<file path="config.mk">
export PLATFORM = sky130hd
export DESIGN_NAME = sip_back
export DESIGN_NICKNAME = d
export VERILOG_FILES = /design/src/rtl/sip_pkg.sv /design/src/rtl/sip_back.sv
export SDC_FILE = /design/constraint.sdc
export NUM_CORES = 1
export LEC_CHECK = 0
export ABC_AREA = 1
export CORE_AREA = 4 4 136 138
export CTS_CLUSTER_DIAMETER = 80
export DETAILED_ROUTE_END_ITERATION = 10
export DIE_AREA = 0 0 140 142
export DONT_BUFFER_PORTS = 1
export PLACE_DENSITY = 0.59
export SLEW_MARGIN = 20
export SYNTH_ARGS = -nofsm -noshare
export SYNTH_HDL_FRONTEND = slang
export SYNTH_SLANG_ARGS = --single-unit
</file>
<file path="constraint.sdc">
create_clock -name i_clk -period 3.55 [get_ports i_clk]
set_input_delay 0.1775 -clock i_clk [delete_from_list [all_inputs] [get_ports i_clk]]
set_output_delay 0.1775 -clock i_clk [all_outputs]
set_load 0.05 [all_outputs]
</file>
<file path="src/rtl/sip_pkg.sv">
// ----------------------------------------------------------------------------
// sip_pkg
// Widths, pipeline payload types and helpers shared by the segment
// intersection pipeline.
// ----------------------------------------------------------------------------
package sip_pkg;

    // coordinate format: signed Q11.4
    localparam int COORD_BITS = 16;
    localparam int NUM_COORDS = 8;

    // intermediate widths, all exact
    localparam int DIFF_W  = COORD_BITS + 1;        // endpoint differences
    localparam int PROD_W  = 2 * COORD_BITS;        // coordinate products
    localparam int CROSS_W = PROD_W + 1;            // segment cross terms
    localparam int DPRD_W  = 2 * DIFF_W;            // denominator products
    localparam int DEN_W   = DPRD_W + 1;            // denominator
    localparam int NPRD_W  = CROSS_W + DIFF_W;      // numerator products
    localparam int NUM_W   = NPRD_W + 1;            // numerators

    // quotient magnitude bits; the top one flags overflow
    localparam int QUOT_W  = COORD_BITS + 2;
    localparam int SHDIV_W = DEN_W + QUOT_W - 1;    // divisor at top alignment

    // saturation limits of the coordinate range
    localparam logic [QUOT_W-1:0] QMAX_POS = QUOT_W'((1 << (COORD_BITS - 1)) - 1);
    localparam logic [QUOT_W-1:0] QMAX_NEG = QUOT_W'(1 << (COORD_BITS - 1));
    localparam logic signed [COORD_BITS-1:0] COORD_MAX = {1'b0, {(COORD_BITS-1){1'b1}}};
    localparam logic signed [COORD_BITS-1:0] COORD_MIN = {1'b1, {(COORD_BITS-1){1'b0}}};

    // coordinate order: x1 y1 x2 y2 x3 y3 x4 y4
    localparam int IDX_X1 = 0;
    localparam int IDX_Y1 = 1;
    localparam int IDX_X2 = 2;
    localparam int IDX_Y2 = 3;
    localparam int IDX_X3 = 4;
    localparam int IDX_Y3 = 5;
    localparam int IDX_X4 = 6;
    localparam int IDX_Y4 = 7;

    typedef logic [NUM_COORDS-1:0][COORD_BITS-1:0] t_coords;

    // payload through the divider stages
    typedef struct packed {
        logic                parallel;
        logic                neg_x;
        logic                neg_y;
        logic [SHDIV_W-1:0]  divisor;
        logic [NUM_W-1:0]    rem_x;
        logic [NUM_W-1:0]    rem_y;
        logic [QUOT_W-1:0]   quot_x;
        logic [QUOT_W-1:0]   quot_y;
        t_coords             coords;
    } t_div;

    // stream widths
    localparam int IN_DATA_W  = NUM_COORDS * COORD_BITS;
    localparam int OUT_BITS   = 2 + 2 * COORD_BITS;
    localparam int OUT_DATA_W = ((OUT_BITS + 7) / 8) * 8;

endpackage

</file>
<file path="src/rtl/sip_back.sv">
// ----------------------------------------------------------------------------
// sip_back
// Signs and saturates the quotients, runs the inclusive bound test and
// holds the result in the output register.
// ----------------------------------------------------------------------------
module sip_back import sip_pkg::*; (
    input  logic                         i_clk,
    input  logic                         i_rst_n,
    input  logic                         i_en,
    input  logic                         i_valid,
    input  t_div                         i_div,
    output logic                         o_valid,
    output logic                         o_hit,
    output logic                         o_parallel,
    output logic signed [COORD_BITS-1:0] o_cross_x,
    output logic signed [COORD_BITS-1:0] o_cross_y
);

    logic                         r_valid;
    logic                         r_hit, r_parallel;
    logic signed [COORD_BITS-1:0] r_cross_x, r_cross_y;

    logic                         n_hit;
    logic signed [COORD_BITS-1:0] n_cross_x, n_cross_y, px, py;

    // signed saturation of a quotient magnitude
    function automatic logic signed [COORD_BITS-1:0] sat_quot(
        input logic              neg,
        input logic [QUOT_W-1:0] q
    );
        logic signed [COORD_BITS-1:0] res;
        if (neg) begin
            res = (q > QMAX_NEG) ? COORD_MIN : COORD_BITS'(-q);
        end else begin
            res = (q > QMAX_POS) ? COORD_MAX : COORD_BITS'(q);
        end
        return res;
    endfunction

    // inclusive range test between two endpoints in either order
    function automatic logic in_span(
        input logic signed [COORD_BITS-1:0] a,
        input logic signed [COORD_BITS-1:0] b,
        input logic signed [COORD_BITS-1:0] c
    );
        logic lo_ok, hi_ok;
        lo_ok = (c >= a) || (c >= b);
        hi_ok = (c <= a) || (c <= b);
        return lo_ok && hi_ok && ((c >= a && c <= b) || (c >= b && c <= a));
    endfunction

    // result selection
    always_comb begin
        px = sat_quot(i_div.neg_x, i_div.quot_x);
        py = sat_quot(i_div.neg_y, i_div.quot_y);
        n_hit = in_span(i_div.coords[IDX_X1], i_div.coords[IDX_X2], px)
             && in_span(i_div.coords[IDX_Y1], i_div.coords[IDX_Y2], py)
             && in_span(i_div.coords[IDX_X3], i_div.coords[IDX_X4], px)
             && in_span(i_div.coords[IDX_Y3], i_div.coords[IDX_Y4], py);
        n_cross_x = px;
        n_cross_y = py;
        if (i_div.parallel) begin
            n_hit     = 1'b0;
            n_cross_x = '0;
            n_cross_y = '0;
        end
    end

    always_ff @(posedge i_clk) begin
        if (!i_rst_n) begin
            r_valid <= 1'b0;
        end else if (i_en) begin
            r_valid <= i_valid;
        end
    end

    always_ff @(posedge i_clk) begin
        if (i_en) begin
            r_hit      <= n_hit;
            r_parallel <= i_div.parallel;
            r_cross_x  <= n_cross_x;
            r_cross_y  <= n_cross_y;
        end
    end

    assign o_valid    = r_valid;
    assign o_hit      = r_hit;
    assign o_parallel = r_parallel;
    assign o_cross_x  = r_cross_x;
    assign o_cross_y  = r_cross_y;

endmodule

</file>
After elaboration in Yosys (flattened, before gate mapping)

Cells that the tools add are included.
Widths: inputs -> output; s select.

Flip-flop bits (word level): 35
Latch bits: 0
Bits in writable memories: 0
Bits in read-only memories: 0
Input bits: 325
Output and inout port bits: 35
Word-level logic and storage cells: 64
Memories kept: 0

Add/sub/neg operators: 2
Multipliers: 0
Divide/modulo/power cells: 0
Magnitude comparators: 20
Eq/ne operators: 0
Shifts and indexed selects: 0
Mux-type cells: 6
Bitwise logic cells: 0
Reduce and logical (&&, ||, !) cells: 31

Operator list:

| kind                 | number |
|---|---|
| $ge 16x16->1         | 8 |
| $le 16x16->1         | 8 |
| $mux 16              | 6 |
| $gt 18x15->1 const B | 2 |
| $gt 18x16->1 const B | 2 |
| $neg 16->16          | 2 |
| $logic_and 1x1->1    | 19 |
| $logic_or 1x1->1     | 12 |

Longest topological paths before layout

Word-level depth: 10
Mapped depth: 29
Mapped depth without buffers: 28

Worst setup path after synthesis

Ideal clock, no wire load.

Path type: input -> register
Start point: in i_div[128] (netlist name)
End point: reg r_hit, in the netlist o_hit, data pin
Data arrival time: 2.685 ns
Required time: 3.299 ns
Path slack: 0.614 ns
Cell stages on the path: 22
Path buffers: 1
Cells stage by stage: inv_1 -> ha_1 -> nand3_2 -> nor3_4 -> nand3_2 -> nor2_2 -> nand2_2 -> o21ai_4 -> buf_6 -> nand3_1 -> nand2_1 -> inv_1 -> ha_1 -> nand2_1 -> nor4_1 -> nand2_1 -> nand2_1 -> nand3_1 -> nand2_1 -> nand2_1 -> nand3_1 -> nor2_1

Longest elaborated chain between the ends: 10

Ends and longest elaborated chain:

| what                                                  | RTL line                                       | text |
|---|---|---|
| from (decl)                                           | sip_back.sv:11                                 | `input t_div i_div,` |
| $neg 16->16 (tied with other cells)                   | sip_back.sv:33                                 | `res = (q > QMAX_NEG) ? COORD_MIN : COORD_BITS'(-q);` |
| $mux 16, on equally long branches                     | sip_back.sv:33, sip_back.sv:35                 |  |
| $mux 16 (*)                                           | sip_back.sv:32                                 | `if (neg) begin` |
| named net py[15]                                      | sip_back.sv:24                                 | `logic signed [COORD_BITS-1:0] n_cross_x, n_cross_y, px, py;` |
| $ge 16x16->1 or $le 16x16->1 (tied branches)          | sip_back.sv:47, sip_back.sv:49, sip_back.sv:48 |  |
| $logic_or 1x1->1 (tied with other cells)              | sip_back.sv:47                                 | `lo_ok = (c >= a) \|\| (c >= b);` |
| $logic_and 1x1->1 or $logic_or 1x1->1 (tied branches) | sip_back.sv:49                                 | `return lo_ok && hi_ok && ((c >= a && c <= b) \|\| (c >= b && c <= a));` |
| $logic_and 1x1->1                                     | sip_back.sv:49                                 |  |
| $logic_and 1x1->1                                     | sip_back.sv:57                                 | `&& in_span(i_div.coords[IDX_Y1], i_div.coords[IDX_Y2], py)` |
| $logic_and 1x1->1                                     | sip_back.sv:58                                 | `&& in_span(i_div.coords[IDX_X3], i_div.coords[IDX_X4], px)` |
| $logic_and 1x1->1 (*)                                 | sip_back.sv:59                                 | `&& in_span(i_div.coords[IDX_Y3], i_div.coords[IDX_Y4], py);` |
| to (signal assigned)                                  | sip_back.sv:79                                 | `r_hit <= n_hit;` |
| to (decl)                                             | sip_back.sv:20                                 | `logic r_hit, r_parallel;` |

Mark *: on every way through the listed nets, which the timed path passes. The rest lies on a longest branch.
A chain may end at the register's enable or synchronous reset.

Worst setup path after layout

Same ends and word-level chain as after synthesis.

==> results.md <==
- CTS tree: yes
- Post-synthesis cell type count: 37
- Vias in the first global route: 5213
- Pwr Total: 1710 uW
- H-tree depth: 2
- CTS resizes: 0
- GRT Overall Usage: 16.7%
- CP delay by family, top: simple AND/OR/NAND/NOR gates
- Final nets: 1412
- Final Hold Vio Count: 0
- Worst Hold Class: primary input to flip-flop
- Critical path endpoint: o_hit
- Power share of the clock group: 26.7%
- Achievable Freq: 320 MHz
- R2R setup slack: 2560 ps
- RSZ-0062 raised after global routing: false
- Mapped cell area: 0.00608 mm^2
- Worst path depth: 25
- WP buf/inv: 3
- Share of cells above drive strength 1: 4.59%
- Die W: 140 um
- Syn_area_per_cell: 6.45 um^2
- Slowest CP cell: ha_1
- Via count: 5698
- Clock transition at the registers of the reported paths: 60 ps
- Area Overhead vs Synth: 8.44%
- Synth top area share: 26.7%
- Count leader, synth: inv_1
- Worst slack at placement: 110 ps
- TritonCTS buffer count: 5
- Critical path capture point type: flip-flop
- Max Fanout on Critical Path: 6
- NetSw: 673 uW
- Slew headroom: 58.0%
- Post-Syn Nets: 1398
- Seq pwr share: 37.2%
- Port bufs: 0
- Internal power: 1040 uW
- # clock sinks: 35
- Largest net degree at the start of global routing: 34
- Syn Inst Count: 943
- Max cap viols: 0
- DRC viols: 0
- Count of pins over their slew limit: 0
- Crit path launch: i_div[128]
- Startpoint Class: primary input
- Pwr Density: 260 mW/mm^2
- Largest cells by area after synthesis: ha_1 27%, edfxtp_1 17%, inv_1 14%
- Worst r2r src: o_valid
- Routed len/inst: 14.5 um
- Core Box Area: 0.0172 mm^2
- Total grt overflow: 0
- Post-layout util: 38.4%
- Core Rows: 48
- Initial drt markers: 189
- Most instantiated cells after synthesis: 222 x inv_1, 221 x nand2_1, 130 x ha_1
- Outcome: complete, no violations
- DP Wirelength: 15000 um
- Synthesis-stage register bit count: 35
- Final WS setup: 429 ps
- Max VDD drop: 0.152 mV
- Slowest stage delay, CP: 270 ps
- First-pass GRT wire length: 26600 um
- Starting Density: 35.4%
- CP dominant cell by count: nand2_1
- Max clock buf depth: 2
- Routed wire length: 17200 um
- Worst Max-Slew Pin Slew: 630 ps
- Num ports: 360
- CP Class: primary input to flip-flop
- Vias/cell: 4.82
- Final setup viols: 0
- Worst-Skew Late Latency: 270 ps
- Leakage: 0.00379 uW
- Post-synth ARST share: 0%
- Clock Skews: 0 ps
- Warnings, synthesis: 0
- Comb power frac: 36.1%
- Reg2reg end: o_valid
- Vert. Die Dim: 142 um
- Arr. time, crit path: 3160 ps
- Worst R2R Path Depth: 2
- Primary FF master, synth: edfxtp_1
- Ant diodes: 0
- Root Driver: clkbuf_16
- Sequential-to-total area share from yosys stat: 17.1%
- Initial antenna violation count: 0
- Area of the die: 0.0199 mm^2
- RD Place Congestion: 0.867
- ANT nets after route: 0
- Cell accounting for the most synthesized area: ha_1
- Pre-Repair DR Iteration Count: 5
- Final cycle utilization of the critical path: 87.9%
- Critical Path RT: 3590 ps
- Switching Fraction: 39.3%
- Fin Setup TNS: 0 ps
- Fin crit period: 3120 ps
- Post-synth EDFFs: 34
==> repair_timing <==
action	in CTS	in global routing
buffers inserted	0	0
hold buffers	2	1
endpoints found under the hold margin	5	7
==> layer usage <==
layer  track usage, %  wire [um]  up-vias
li1                 -          -     3024
met1             22.4       8230     2466
met2             26.1       7290      188
met3             5.31       1330       20
met4             4.49        338        0
met5                0          0        -
==> cell usage in the layout, fill, tap and decap left out, types with 4 or more instances in the layout <==
| cell type | netlist | layout |
|---|---|---|
| nand3_1 | 58 | 58 |
| nand4_1 | 14 | 14 |
| edfxtp_1 | 34 | 34 |
| nor3_1 | 6 | 6 |
| nor2_1 | 97 | 97 |
| a21oi_1 | 57 | 57 |
| o21a_1 | 4 | 4 |
| or2_2 | 7 | 7 |
| buf_4 | 0 | 14 |
| inv_1 | 222 | 222 |
| and2_1 | 8 | 8 |
| xor2_1 | 5 | 5 |
| ha_1 | 130 | 130 |
| xnor2_1 | 6 | 6 |
| o21bai_1 | 4 | 4 |
| clkbuf_16 | 0 | 5 |
| o21ai_0 | 28 | 28 |
| nand2_1 | 221 | 221 |
==> cell families (layout without fill, tap and decap cells) <==
logic type	count (synthesis)	after routing	synth area share, %
flip-flops	35	35	17.1
buffers and inverters	235	250	14.9
AND/OR/NAND/NOR	426	426	30.0
AO/OA/AOI/OAI	106	106	9.71
adder cells (fa/ha/maj)	130	130	26.7
XOR/XNOR	11	11	1.58
==> metrics by stage <==
stage	area, um^2	hold WS [ps]	cells
floorplan	6080	271	943
CTS	6580	0.413	1182
finish	6590	14.5	1183
global route	6590	0.931	1183
global placement	6410	275	1172
detailed placement	6410	279	1172
==> flip-flops by register name, indices dropped and copies added, names as in the netlist <==
signal      flops
o_cross_y      16
o_hit           1
o_parallel      1
o_valid         1
o_cross_x      16
==> worst min path at each step <==
stage | start | to | slack (ps) | cells past startpoint
finish | i_en | o_cross_x[0] | 10 | 0
CTS | i_en | o_parallel | 0.4 | 0
global placement | i_en | o_valid | 280 | 1
global route | i_en | o_cross_x[0] | 0.9 | 0
detailed placement | i_en | o_valid | 280 | 1
floorplan | i_en | o_valid | 270 | 1
==> power groups by stage <==
stage               combinational, uW  clock, uW  sequential, uW
finish                            618        458             638
global route                      735        496             643
CTS                               624        478             640
detailed placement                617          0             647
global placement                  605          0             648
floorplan                         484          0             631
==> worst reg2reg max path: cells and delay by family (launching register included) <==
kind,cells,cell delay (ps)
compound gates,2,300
flops,1,630
==> cell type report <==
type | instances | area [um^2]
inverter | 225 | 845
fill | 1905 | 10600
timing repair buffer | 17 | 135
tap | 225 | 282
clock buffer | 8 | 156
multi-input combinational | 673 | 4140
sequential | 35 | 1040
(Power assumes the default switching activity.)
