[src/rtl/sip_pkg.sv]
// ----------------------------------------------------------------------------
// sip_pkg
// Widths, pipeline payload types and helpers shared by the segment
// intersection pipeline.
// ----------------------------------------------------------------------------
package sip_pkg;

    // coordinate format: signed Q11.4
    localparam int COORD_BITS = 16;
    localparam int NUM_COORDS = 8;

    // intermediate widths, all exact
    localparam int DIFF_W  = COORD_BITS + 1;        // endpoint differences
    localparam int PROD_W  = 2 * COORD_BITS;        // coordinate products
    localparam int CROSS_W = PROD_W + 1;            // segment cross terms
    localparam int DPRD_W  = 2 * DIFF_W;            // denominator products
    localparam int DEN_W   = DPRD_W + 1;            // denominator
    localparam int NPRD_W  = CROSS_W + DIFF_W;      // numerator products
    localparam int NUM_W   = NPRD_W + 1;            // numerators

    // quotient magnitude bits; the top one flags overflow
    localparam int QUOT_W  = COORD_BITS + 2;
    localparam int SHDIV_W = DEN_W + QUOT_W - 1;    // divisor at top alignment

    // saturation limits of the coordinate range
    localparam logic [QUOT_W-1:0] QMAX_POS = QUOT_W'((1 << (COORD_BITS - 1)) - 1);
    localparam logic [QUOT_W-1:0] QMAX_NEG = QUOT_W'(1 << (COORD_BITS - 1));
    localparam logic signed [COORD_BITS-1:0] COORD_MAX = {1'b0, {(COORD_BITS-1){1'b1}}};
    localparam logic signed [COORD_BITS-1:0] COORD_MIN = {1'b1, {(COORD_BITS-1){1'b0}}};

    // coordinate order: x1 y1 x2 y2 x3 y3 x4 y4
    localparam int IDX_X1 = 0;
    localparam int IDX_Y1 = 1;
    localparam int IDX_X2 = 2;
    localparam int IDX_Y2 = 3;
    localparam int IDX_X3 = 4;
    localparam int IDX_Y3 = 5;
    localparam int IDX_X4 = 6;
    localparam int IDX_Y4 = 7;

    typedef logic [NUM_COORDS-1:0][COORD_BITS-1:0] t_coords;

    // payload through the divider stages
    typedef struct packed {
        logic                parallel;
        logic                neg_x;
        logic                neg_y;
        logic [SHDIV_W-1:0]  divisor;
        logic [NUM_W-1:0]    rem_x;
        logic [NUM_W-1:0]    rem_y;
        logic [QUOT_W-1:0]   quot_x;
        logic [QUOT_W-1:0]   quot_y;
        t_coords             coords;
    } t_div;

    // stream widths
    localparam int IN_DATA_W  = NUM_COORDS * COORD_BITS;
    localparam int OUT_BITS   = 2 + 2 * COORD_BITS;
    localparam int OUT_DATA_W = ((OUT_BITS + 7) / 8) * 8;

endpackage

[src/rtl/sip_div_stage.sv]
// ----------------------------------------------------------------------------
// sip_div_stage
// One restoring division step for both coordinates: compare and subtract
// the aligned divisor, shift in one quotient bit, register the result.
// ----------------------------------------------------------------------------
module sip_div_stage import sip_pkg::*; (
    input  logic i_clk,
    input  logic i_rst_n,
    input  logic i_en,
    input  logic i_valid,
    input  t_div i_div,
    output logic o_valid,
    output t_div o_div
);

    logic   r_valid;
    t_div   r_div;
    t_div   n_div;
    logic [SHDIV_W:0] ext_rx, ext_ry, ext_d;
    logic             ge_x, ge_y;

    // compare and subtract step
    always_comb begin
        ext_rx = (SHDIV_W + 1)'(i_div.rem_x);
        ext_ry = (SHDIV_W + 1)'(i_div.rem_y);
        ext_d  = {1'b0, i_div.divisor};
        ge_x   = (ext_rx >= ext_d);
        ge_y   = (ext_ry >= ext_d);
        n_div         = i_div;
        n_div.rem_x   = ge_x ? NUM_W'(ext_rx - ext_d) : i_div.rem_x;
        n_div.rem_y   = ge_y ? NUM_W'(ext_ry - ext_d) : i_div.rem_y;
        n_div.quot_x  = {i_div.quot_x[QUOT_W-2:0], ge_x};
        n_div.quot_y  = {i_div.quot_y[QUOT_W-2:0], ge_y};
        n_div.divisor = {1'b0, i_div.divisor[SHDIV_W-1:1]};
    end

    always_ff @(posedge i_clk) begin
        if (!i_rst_n) begin
            r_valid <= 1'b0;
        end else if (i_en) begin
            r_valid <= i_valid;
        end
    end

    always_ff @(posedge i_clk) begin
        if (i_en) begin
            r_div <= n_div;
        end
    end

    assign o_valid = r_valid;
    assign o_div   = r_div;

endmodule

[config.mk]
export PLATFORM = sky130hd
export DESIGN_NAME = sip_div_stage
export DESIGN_NICKNAME = d
export VERILOG_FILES = /design/src/rtl/sip_pkg.sv /design/src/rtl/sip_div_stage.sv
export SDC_FILE = /design/constraint.sdc
export NUM_CORES = 1
export LEC_CHECK = 0
export BUFFER_PORTS_ARGS = -buffer_cell sky130_fd_sc_hd__clkbuf_2
export CORE_AREA = 5 5 247 249
export DETAILED_ROUTE_END_ITERATION = 16
export DIE_AREA = 0 0 252 254
export PLACE_DENSITY = 0.62
export RECOVER_POWER = 25
export SETUP_SLACK_MARGIN = 0.3
export SKIP_LAST_GASP = 1
export SLEW_MARGIN = 0
export SYNTH_ARGS = -nofsm -noshare
export SYNTH_HDL_FRONTEND = slang
export SYNTH_SLANG_ARGS = --single-unit
[constraint.sdc]
create_clock -name i_clk -period 5.1 [get_ports i_clk]
set_input_delay 1.02 -clock i_clk [delete_from_list [all_inputs] [get_ports i_clk]]
set_output_delay 1.02 -clock i_clk [all_outputs]
set_load 0.1 [all_outputs]
Yosys cells after proc, flatten, opt, wreduce, memory -nomap -nowiden. Cells that the tools add are included. Widths: inputs -> output; s select.

Order comparisons: 2. Multiplexer cells: 2. $add $sub $neg: 2.

Operators by type and width (number): $ge 51x52->1 (2); $mux 51 (2); $sub 51x51->51 (2).

Flip-flop bits (word level): 321. Input bits: 325.

Depth between registers and ports, before layout. Gate-level depths: netlist of run 1.

Depth after elaboration: 2. Mapped depth: 14. Depth with buffers taken out: 13.

Least setup slack after synthesis of run 1. Ideal clock, no wire load.

Kind: input to register. Start: input i_div[164] in the netlist's numbering. End: register r_div, in the netlist o_div[204], data pin. Buffers on the path: 0. Slack: 1.298 ns. Arrival time: 3.543 ns. Setup time: 0.260 ns. Stages: 13. Cells stage by stage: inv_1 -> ha_1 -> fa_1 -> nand2b_1 -> a211oi_1 -> o21ai_1 -> o211ai_1 -> nor2_1 -> o31a_1 -> o21a_1 -> o21ai_0 -> xor2_1 -> mux2_2.

RTL lines: start, declared (line sip_div_stage.sv:11) `input t_div i_div,`; end signal, assigned (line sip_div_stage.sv:47) `r_div <= n_div;`; end, declared (line sip_div_stage.sv:17) `t_div r_div;`.

==> results.yml, run 1 <==
routing:
  vias: 14700
  drt-vias-per-instance: 5.00
  detail_route.first_pass.iterations: 5
  drt.antenna.violating_nets: 0
  route.detailed.wl_per_inst_microns: 24.5
  remaining_drc_errors: 0
  drt_iter0_drc: 1316
  detail_route.wirelength_microns: 71900
setup_path:
  cp.buffers_inverters: 3
  timing.critical_path.slowest_cell_delay_ns: 0.61
  regToRegSetupSlack_ns: 4.51
  kind_of_start_point_of_the_critical_path: "primary input"
  timing_worst_setup_path_type: "primary input to flop"
  worstPathRequired_ns: 5.40
  crit_family: "compound AO/OA/AOI/OAI gates"
  ff2ff_path_depth: 2
  critical_path.endpoint_type: "flop"
  crit_path_cell_chain: "clkbuf_1 -> inv_1 -> ha_1 -> nand3_1 -> o21bai_1 -> nand3_2 -> a2111oi_2 -> buf_4 -> nor3_1 -> o211ai_1 -> a21oi_1 -> a2111oi_0 -> xor2_1 -> o21ai_1"
  critPathMaxFanout: 4
  worst_ep_arrival_time_ns: 4.37
  worstReg2RegEnd: "o_valid$_SDFFE_PN0P_"
  rr_startpoint: "o_valid$_SDFFE_PN0P_"
  cp_max_stage_cell: "a2111oi_0"
placement:
  placement.io_buffers: 643
  gp_congestion: 0.963
  detailed_placement_hpwl_microns: 59500
  dp_worst_setup_slack_ns: 0.419
sta:
  setup_repair_after_global_routing_missed_its_margin: "false"
  clock_skew_ns: 0
  hold_viol_final: 0
  setup_viol: 0
  fin_crit_share_pct: 79.8
  worst_slew_margin_rel_pct: -85.9
  hold_ws_ns: 0.525
  period_needed_ns: 4.07
  worst_slew_pin_slew_ns: 2.79
  max_clock_freq_ghz: 0.246
  pins_over_their_slew_limit: 101
  totalNegativeSetupSlack_ns: 0
  timing.final.ws_setup_ns: 1.03
synth:
  synth_edf_count: 320
  yosysWarnings: 0
  async_sr_flop_fraction_pct: 0
  netlist-cell-type-count: 78
  postSynth.topFlopCell: "edfxtp_1"
  postSynthRegisterBits: 321
  synth-seq-area-share_pct: 56.9
  synth.net_count: 1919
  mappedNetlistArea_sq_um: 16900
  syn-instance-count: 1490
  synthesis.area_per_instance_sq_um: 11.4
outcome:
  status: "complete, but fails checks"
  failed_checks: "max-capacitance violations, max-slew violations"
worst_hold_path:
  timing.hold.worst_path_depth: 2
  worst_hold_path.endpoint: "o_valid$_SDFFE_PN0P_"
  hold_start: "o_valid$_SDFFE_PN0P_"
  holdCritPathClass: "flop to flop"
cells_and_area:
  register_area_sq_um: 9630
  multi_input_area_sq_um: 6700
  final_net_count: 2557
  layout-drive-gt1-share_pct: 32.5
  final_util_pct: 38.2
  num-fill-cells: 5858
  layout-area-overhead-vs-synth_pct: 31.8
run:
  cap_violations: 1
pwr:
  fin_total_pwr_w: 0.00953
  clock_power_share_pct: 31.7
  leakage_nw: 9.80
  cellPowerDensity_nw_per_um2: 427
  share_comb_of_total_power_pct: 33.9
  p_int_w: 0.00558
  net-switching-power_w: 0.00395
  power.switching_fraction_pct: 41.4
  irDropWorstVdd_v: 0.000303
  share_seq_of_total_power_pct: 34.3
floorplanning:
  std_cell_rows: 89
  chipWidth_microns: 252
  io_pins: 647
  floorplan.die_area_sq_um: 64000
  die_h_microns: 254
  floorplan.core_area_sq_um: 58500
  initial_utilization_pct: 29.0
global_routing:
  grt_first_pass_wirelength_microns: 100000
  grt_start_max_net_pins: 103
  antenna_found_initial: 15
  globalRouteOverflowTotal: 0
  track_usage_pct: 21.1
  first_global_vias: 14600
clock_network:
  clk_transition_reported_paths_ns: 0.06
  cts_tree: "built"
  insertion_delay_ns: 0.57
  clk_root_buffer_cell: "clkbuf_16"
  cts_buffers: 41
  postCtsSetupRepairBufs: 0
  cts_hold_buf: 0
  cts_sinks: 321
  ctsLongestPathBuffers: 3
  cts_max_level: 2
  postCtsResizedCells: 0
## sequential cells by signal (all words and copies together), names as in the netlist
signal / cells
o_div: 320
o_valid: 1
## cell families after synthesis
logic type               count (synthesis)  synth area share, %
XOR/XNOR                                93                 4.81
AO/OA/AOI/OAI                          437                 16.0
adder cells (fa/ha/maj)                104                 7.77
AND/OR/NAND/NOR                        381                 10.4
buffers and inverters                  146                 3.65
multiplexers                             7                0.451
other                                    1               0.0221
flip-flops                             321                 56.9
## worst max path at each step
| stage | startpoint | end | depth (start not counted) |
|---|---|---|---|
| 2_1_floorplan | i_div[164] | o_div[204]$_DFFE_PP_ | 13 |
| 3_3_place_gp | i_div[298] | o_div[211]$_DFFE_PP_ | 11 |
| 3_5_place_dp | i_div[298] | o_div[211]$_DFFE_PP_ | 11 |
| 4_1_cts | i_div[298] | o_div[211]$_DFFE_PP_ | 11 |
| 5_1_grt | i_div[309] | o_div[211]$_DFFE_PP_ | 14 |
| 6_report | i_div[268] | o_div[262]$_DFFE_PP_ | 14 |
## cells in the mapped netlist (all sizes together) (5+ instances only)
cell	count	area [sq um]
a21o	46	345
nand2	177	664
xor2	42	368
nor2b	11	68.8
and3	7	43.8
nor4	5	31.3
buf	33	193
a21oi	123	634
o31a	5	43.8
inv	78	293
o211ai	10	75.1
mux2	5	56.3
o21a	10	75.1
nand2b	10	62.6
o21ai	157	797
xnor2	51	447
nor3	21	110
nand3	26	140
a31oi	11	68.8
a2111oi	5	50.0
o21bai	18	135
a221oi	6	65.1
edfxtp	320	9610
nor2	67	251
a211oi	12	95.1
nand4	35	225
clkbuf	35	133
ha	102	1280
and2	6	38.8
## through the flow
step	instances	cell area (sq um)
detailed placement	2858	21000
finish	2940	22300
CTS	2934	22400
floorplan	1490	16900
global placement	2858	21000
global route	2935	22300
## placed cells by master, fill, tap and decap left out, types with 5 or more instances in the layout
cell type	synthesis	routed
a21o_1	46	46
nor3_1	20	20
o21ai_0	114	114
inv_1	77	77
clkbuf_16	0	42
and2_1	5	5
a31oi_1	11	11
nand2_1	177	177
ha_1	102	102
clkinv_1	0	7
diode_2	0	6
o21a_1	10	10
nor2b_1	11	11
o21bai_1	18	18
o21ai_1	40	40
o211ai_1	10	10
nand2b_1	10	10
clkinv_2	0	6
and3_1	7	7
a211oi_1	11	11
xnor2_1	51	51
nor4_1	5	5
bufinv_16	0	5
clkinv_4	0	5
nor2_1	67	67
clkbuf_1	34	62
clkbuf_2	1	584
mux2_2	5	5
a21oi_1	118	118
edfxtp_1	320	320
xor2_1	42	42
buf_4	1	17
nand3_1	24	24
nand4_1	34	34
o31a_1	5	5
## power groups by stage
stage	Sequential [W]	Clock (W)	Combinational, W
floorplan	0.00502	0	0.000765
global placement	0.00332	0	0.00324
detailed placement	0.00332	0	0.00325
CTS	0.00327	0.00312	0.00326
global route	0.00329	0.00322	0.00338
finish	0.00327	0.00303	0.00323
## cell type report
| type | instances | share of cell area (%) |
|---|---|---|
| clock buffer | 44 | 4.74 |
| sequential | 321 | 43.1 |
| clock inverter | 32 | 1.54 |
| tap | 773 | 4.33 |
| inverter | 78 | 1.31 |
| timing repair buffer | 663 | 14.9 |
| multi-input combinational | 1023 | 30.0 |
| antenna | 6 | 0.0673 |
## per-layer routing
layer	GRT usage, %	part of all wire [%]
met1	25.5	39
met2	38.6	51
met3	4.61	6.9
met4	5.10	2.3
met5	0	0.14
## tightest hold or removal path, stage by stage, from the launching register on
cell and delay [ns]:
dfxtp_1 0.31, mux2i_1 0.11, nor2b_1 0.06
No activity file was read; power rests on OpenSTA's default activity.
==> inputs of run 2 (changes only) <==
- clock period: 5.1 -> 3.8 ns (I/O delays scaled with it)
==> run 2 against run 1 <==
Effect of this change: total power rose by 31%; sequential power up 34%; die area unchanged; cell area is 5.7% higher; sequential share of layout area decreased by 2.3 points; first-iteration DRC count decreased by 22%; non-clock buffer count is 173 higher; core utilization grew 2.2 points; combinational power increased by 43%; via count up 2.9%; worst hold slack worse by 0.15 ns; the run still ends with max-capacitance violations, max-slew violations left; critical path depth grew 1.
==> results.yml, run 2 (synthesized netlist as in run 1, its figures left out) <==
pwr:
  cellPowerDensity_nw_per_um2: 531
  net-switching-power_w: 0.00524
  irDropWorstVdd_v: 0.000393
  power.switching_fraction_pct: 41.8
  clock_power_share_pct: 28.0
  leakage_nw: 10.6
  share_comb_of_total_power_pct: 37.0
  share_seq_of_total_power_pct: 35.0
  p_int_w: 0.00729
clock_network:
  ctsLongestPathBuffers: 3
  clk_root_buffer_cell: "clkbuf_16"
  cts_tree: "built"
  cts_max_level: 2
  insertion_delay_ns: 0.54
  cts_sinks: 321
  cts_buffers: 39
  clk_transition_reported_paths_ns: 0.06
floorplanning:
  initial_utilization_pct: 29.0
  floorplan.die_area_sq_um: 64000
  floorplan.core_area_sq_um: 58500
  io_pins: 647
  die_h_microns: 254
  chipWidth_microns: 252
  std_cell_rows: 89
cells_and_area:
  final_net_count: 2728
  layout-drive-gt1-share_pct: 37.4
  num-fill-cells: 5743
  multi_input_area_sq_um: 6810
  layout.cells.most_common: "clkbuf_2"
  register_area_sq_um: 9630
  final_cell_mix: "clkbuf_2, edfxtp_1, buf_4"
  final_util_pct: 40.4
  final-instance-count-excl-fill: 3106
  layout-area-overhead-vs-synth_pct: 39.3
  largest_register_ff_count: 320
global_routing:
  globalRouteOverflowTotal: 0
  track_usage_pct: 21.7
  grt_first_pass_wirelength_microns: 102000
  antenna_found_initial: 24
  grt_start_max_net_pins: 86
  first_global_vias: 15300
placement:
  placement.io_buffers: 643
  post-place-cells: 3026
  detailed_placement_hpwl_microns: 61800
  gp_congestion: 0.962
routing:
  detail_route.first_pass.iterations: 5
  drt.antenna.violating_nets: 0
  detail_route.wirelength_microns: 73800
  vias: 15100
  remaining_drc_errors: 0
  drt_iter0_drc: 1033
  drt-vias-per-instance: 4.87
  route.detailed.wl_per_inst_microns: 23.8
setup_path:
  kind_of_start_point_of_the_critical_path: "primary input"
  regToRegSetupSlack_ns: 3.22
  rr_startpoint: "o_valid$_SDFFE_PN0P_"
  critPathMaxFanout: 12
  critical_path.endpoint_type: "flop"
  worst_ep_arrival_time_ns: 3.71
  timing_worst_setup_path_type: "primary input to flop"
  worstPathRequired_ns: 4.09
  ff2ff_path_depth: 2
  worstReg2RegEnd: "o_valid$_SDFFE_PN0P_"
worst_hold_path:
  hold_start: "i_div[100]"
  holdCritPathClass: "primary input to flop"
  timing.hold.worst_path_depth: 1
  worst_hold_path.endpoint: "o_div[100]$_DFFE_PP_"
sta:
  setup_repair_after_global_routing_missed_its_margin: "false"
  worst_slew_margin_rel_pct: -27.8
  hold_viol_final: 0
  clock_skew_ns: 0
  fin_crit_share_pct: 89.9
  worst_slew_pin_slew_ns: 1.92
  pins_over_their_slew_limit: 63
  max_clock_freq_ghz: 0.293
  period_needed_ns: 3.42
  setup_viol: 0
outcome:
  status: "complete, but fails checks"
  failed_checks: "max-capacitance violations, max-slew violations"
run:
  cap_violations: 1
==> run 2: cell count changes in the layout (fill, tap and decap cells not counted), sizes merged <==
cell      before  now
buf           19  192
clkinv        19   13
clkbuf       688  693
bufinv         5    1
inv           82   80
clkinvlp       4    5
diode          6    5
==> run 2: timing repair <==
item	in CTS	in global routing
pin swaps	1	5
resized for setup	1	22
setup endpoints to repair	2	34
setup buffers	1	4
hold buffers	0	0
==> run 2: cell type report <==
type                    instances  share of cell area (%)
well taps                     773                    4.10
clock inverters                21                   0.732
diodes                          5                  0.0530
clock buffers                  49                    4.30
multi-input cells            1023                    28.9
repair buffers                836                    19.9
inverters                      78                    1.24
flip-flops and latches        321                    40.8
==> run 2: power groups by stage <==
stage / clock network (W) / logic, W / registers [W]
finish: 0.00351 / 0.00463 / 0.00439
CTS: 0.00364 / 0.00464 / 0.00439
global route: 0.00378 / 0.00484 / 0.00441
global placement: 0 / 0.00461 / 0.00445
floorplan: 0 / 0.00103 / 0.00674
detailed placement: 0 / 0.00462 / 0.00446
==> run 2: routing by layer <==
metal / vias to the layer above / share of wire [%] / track usage [%]
met5: - / 0.32 / 0
met4: 34 / 3.7 / 7.83
met3: 144 / 8.3 / 6.96
met2: 563 / 50 / 38.9
met1: 7233 / 37 / 24.2
li1: 7145 / - / -
==> run 2: critical path, cell delays in order <==
cell and delay, ns:
clkbuf_1 0.14, inv_1 0.10, ha_1 0.30, nand3_1 0.14, buf_4 0.18, nor4_2 0.32
nand4_1 0.12, or4b_1 0.58, a31o_1 0.26, a21oi_2 0.22, a21oi_4 0.11, buf_12 0.19
buf_12 0.13, nand2_1 0.05, o21ai_1 0.09
==> run 2: worst max path at each step <==
| stage | start | endpoint | slack [ns] | depth (start not counted) |
|---|---|---|---|---|
| global placement | i_div[164] | o_div[208]$_DFFE_PP_ | -0.32 | 15 |
| global route | i_div[267] | o_div[256]$_DFFE_PP_ | 0.16 | 15 |
| finish | i_div[269] | o_div[263]$_DFFE_PP_ | 0.38 | 15 |
| CTS | i_div[164] | o_div[208]$_DFFE_PP_ | 0.33 | 15 |
| floorplan | i_div[164] | o_div[204]$_DFFE_PP_ | 0.31 | 13 |
| detailed placement | i_div[164] | o_div[208]$_DFFE_PP_ | -0.35 | 15 |
==> run 2: metrics by stage <==
step                      power, W  cell area, sq um  hold WS [ns]  TNS, ns  worst slack (ns)
after CTS                   0.0127             23500         0.333        0             0.331
final                       0.0125             23600         0.375        0             0.383
after floorplan            0.00777             16900         0.859        0             0.311
after global routing        0.0130             23600         0.347        0             0.161
after global placement     0.00906             22300         0.496   -12.41            -0.318
after detailed placement   0.00908             22300         0.510   -13.62            -0.351
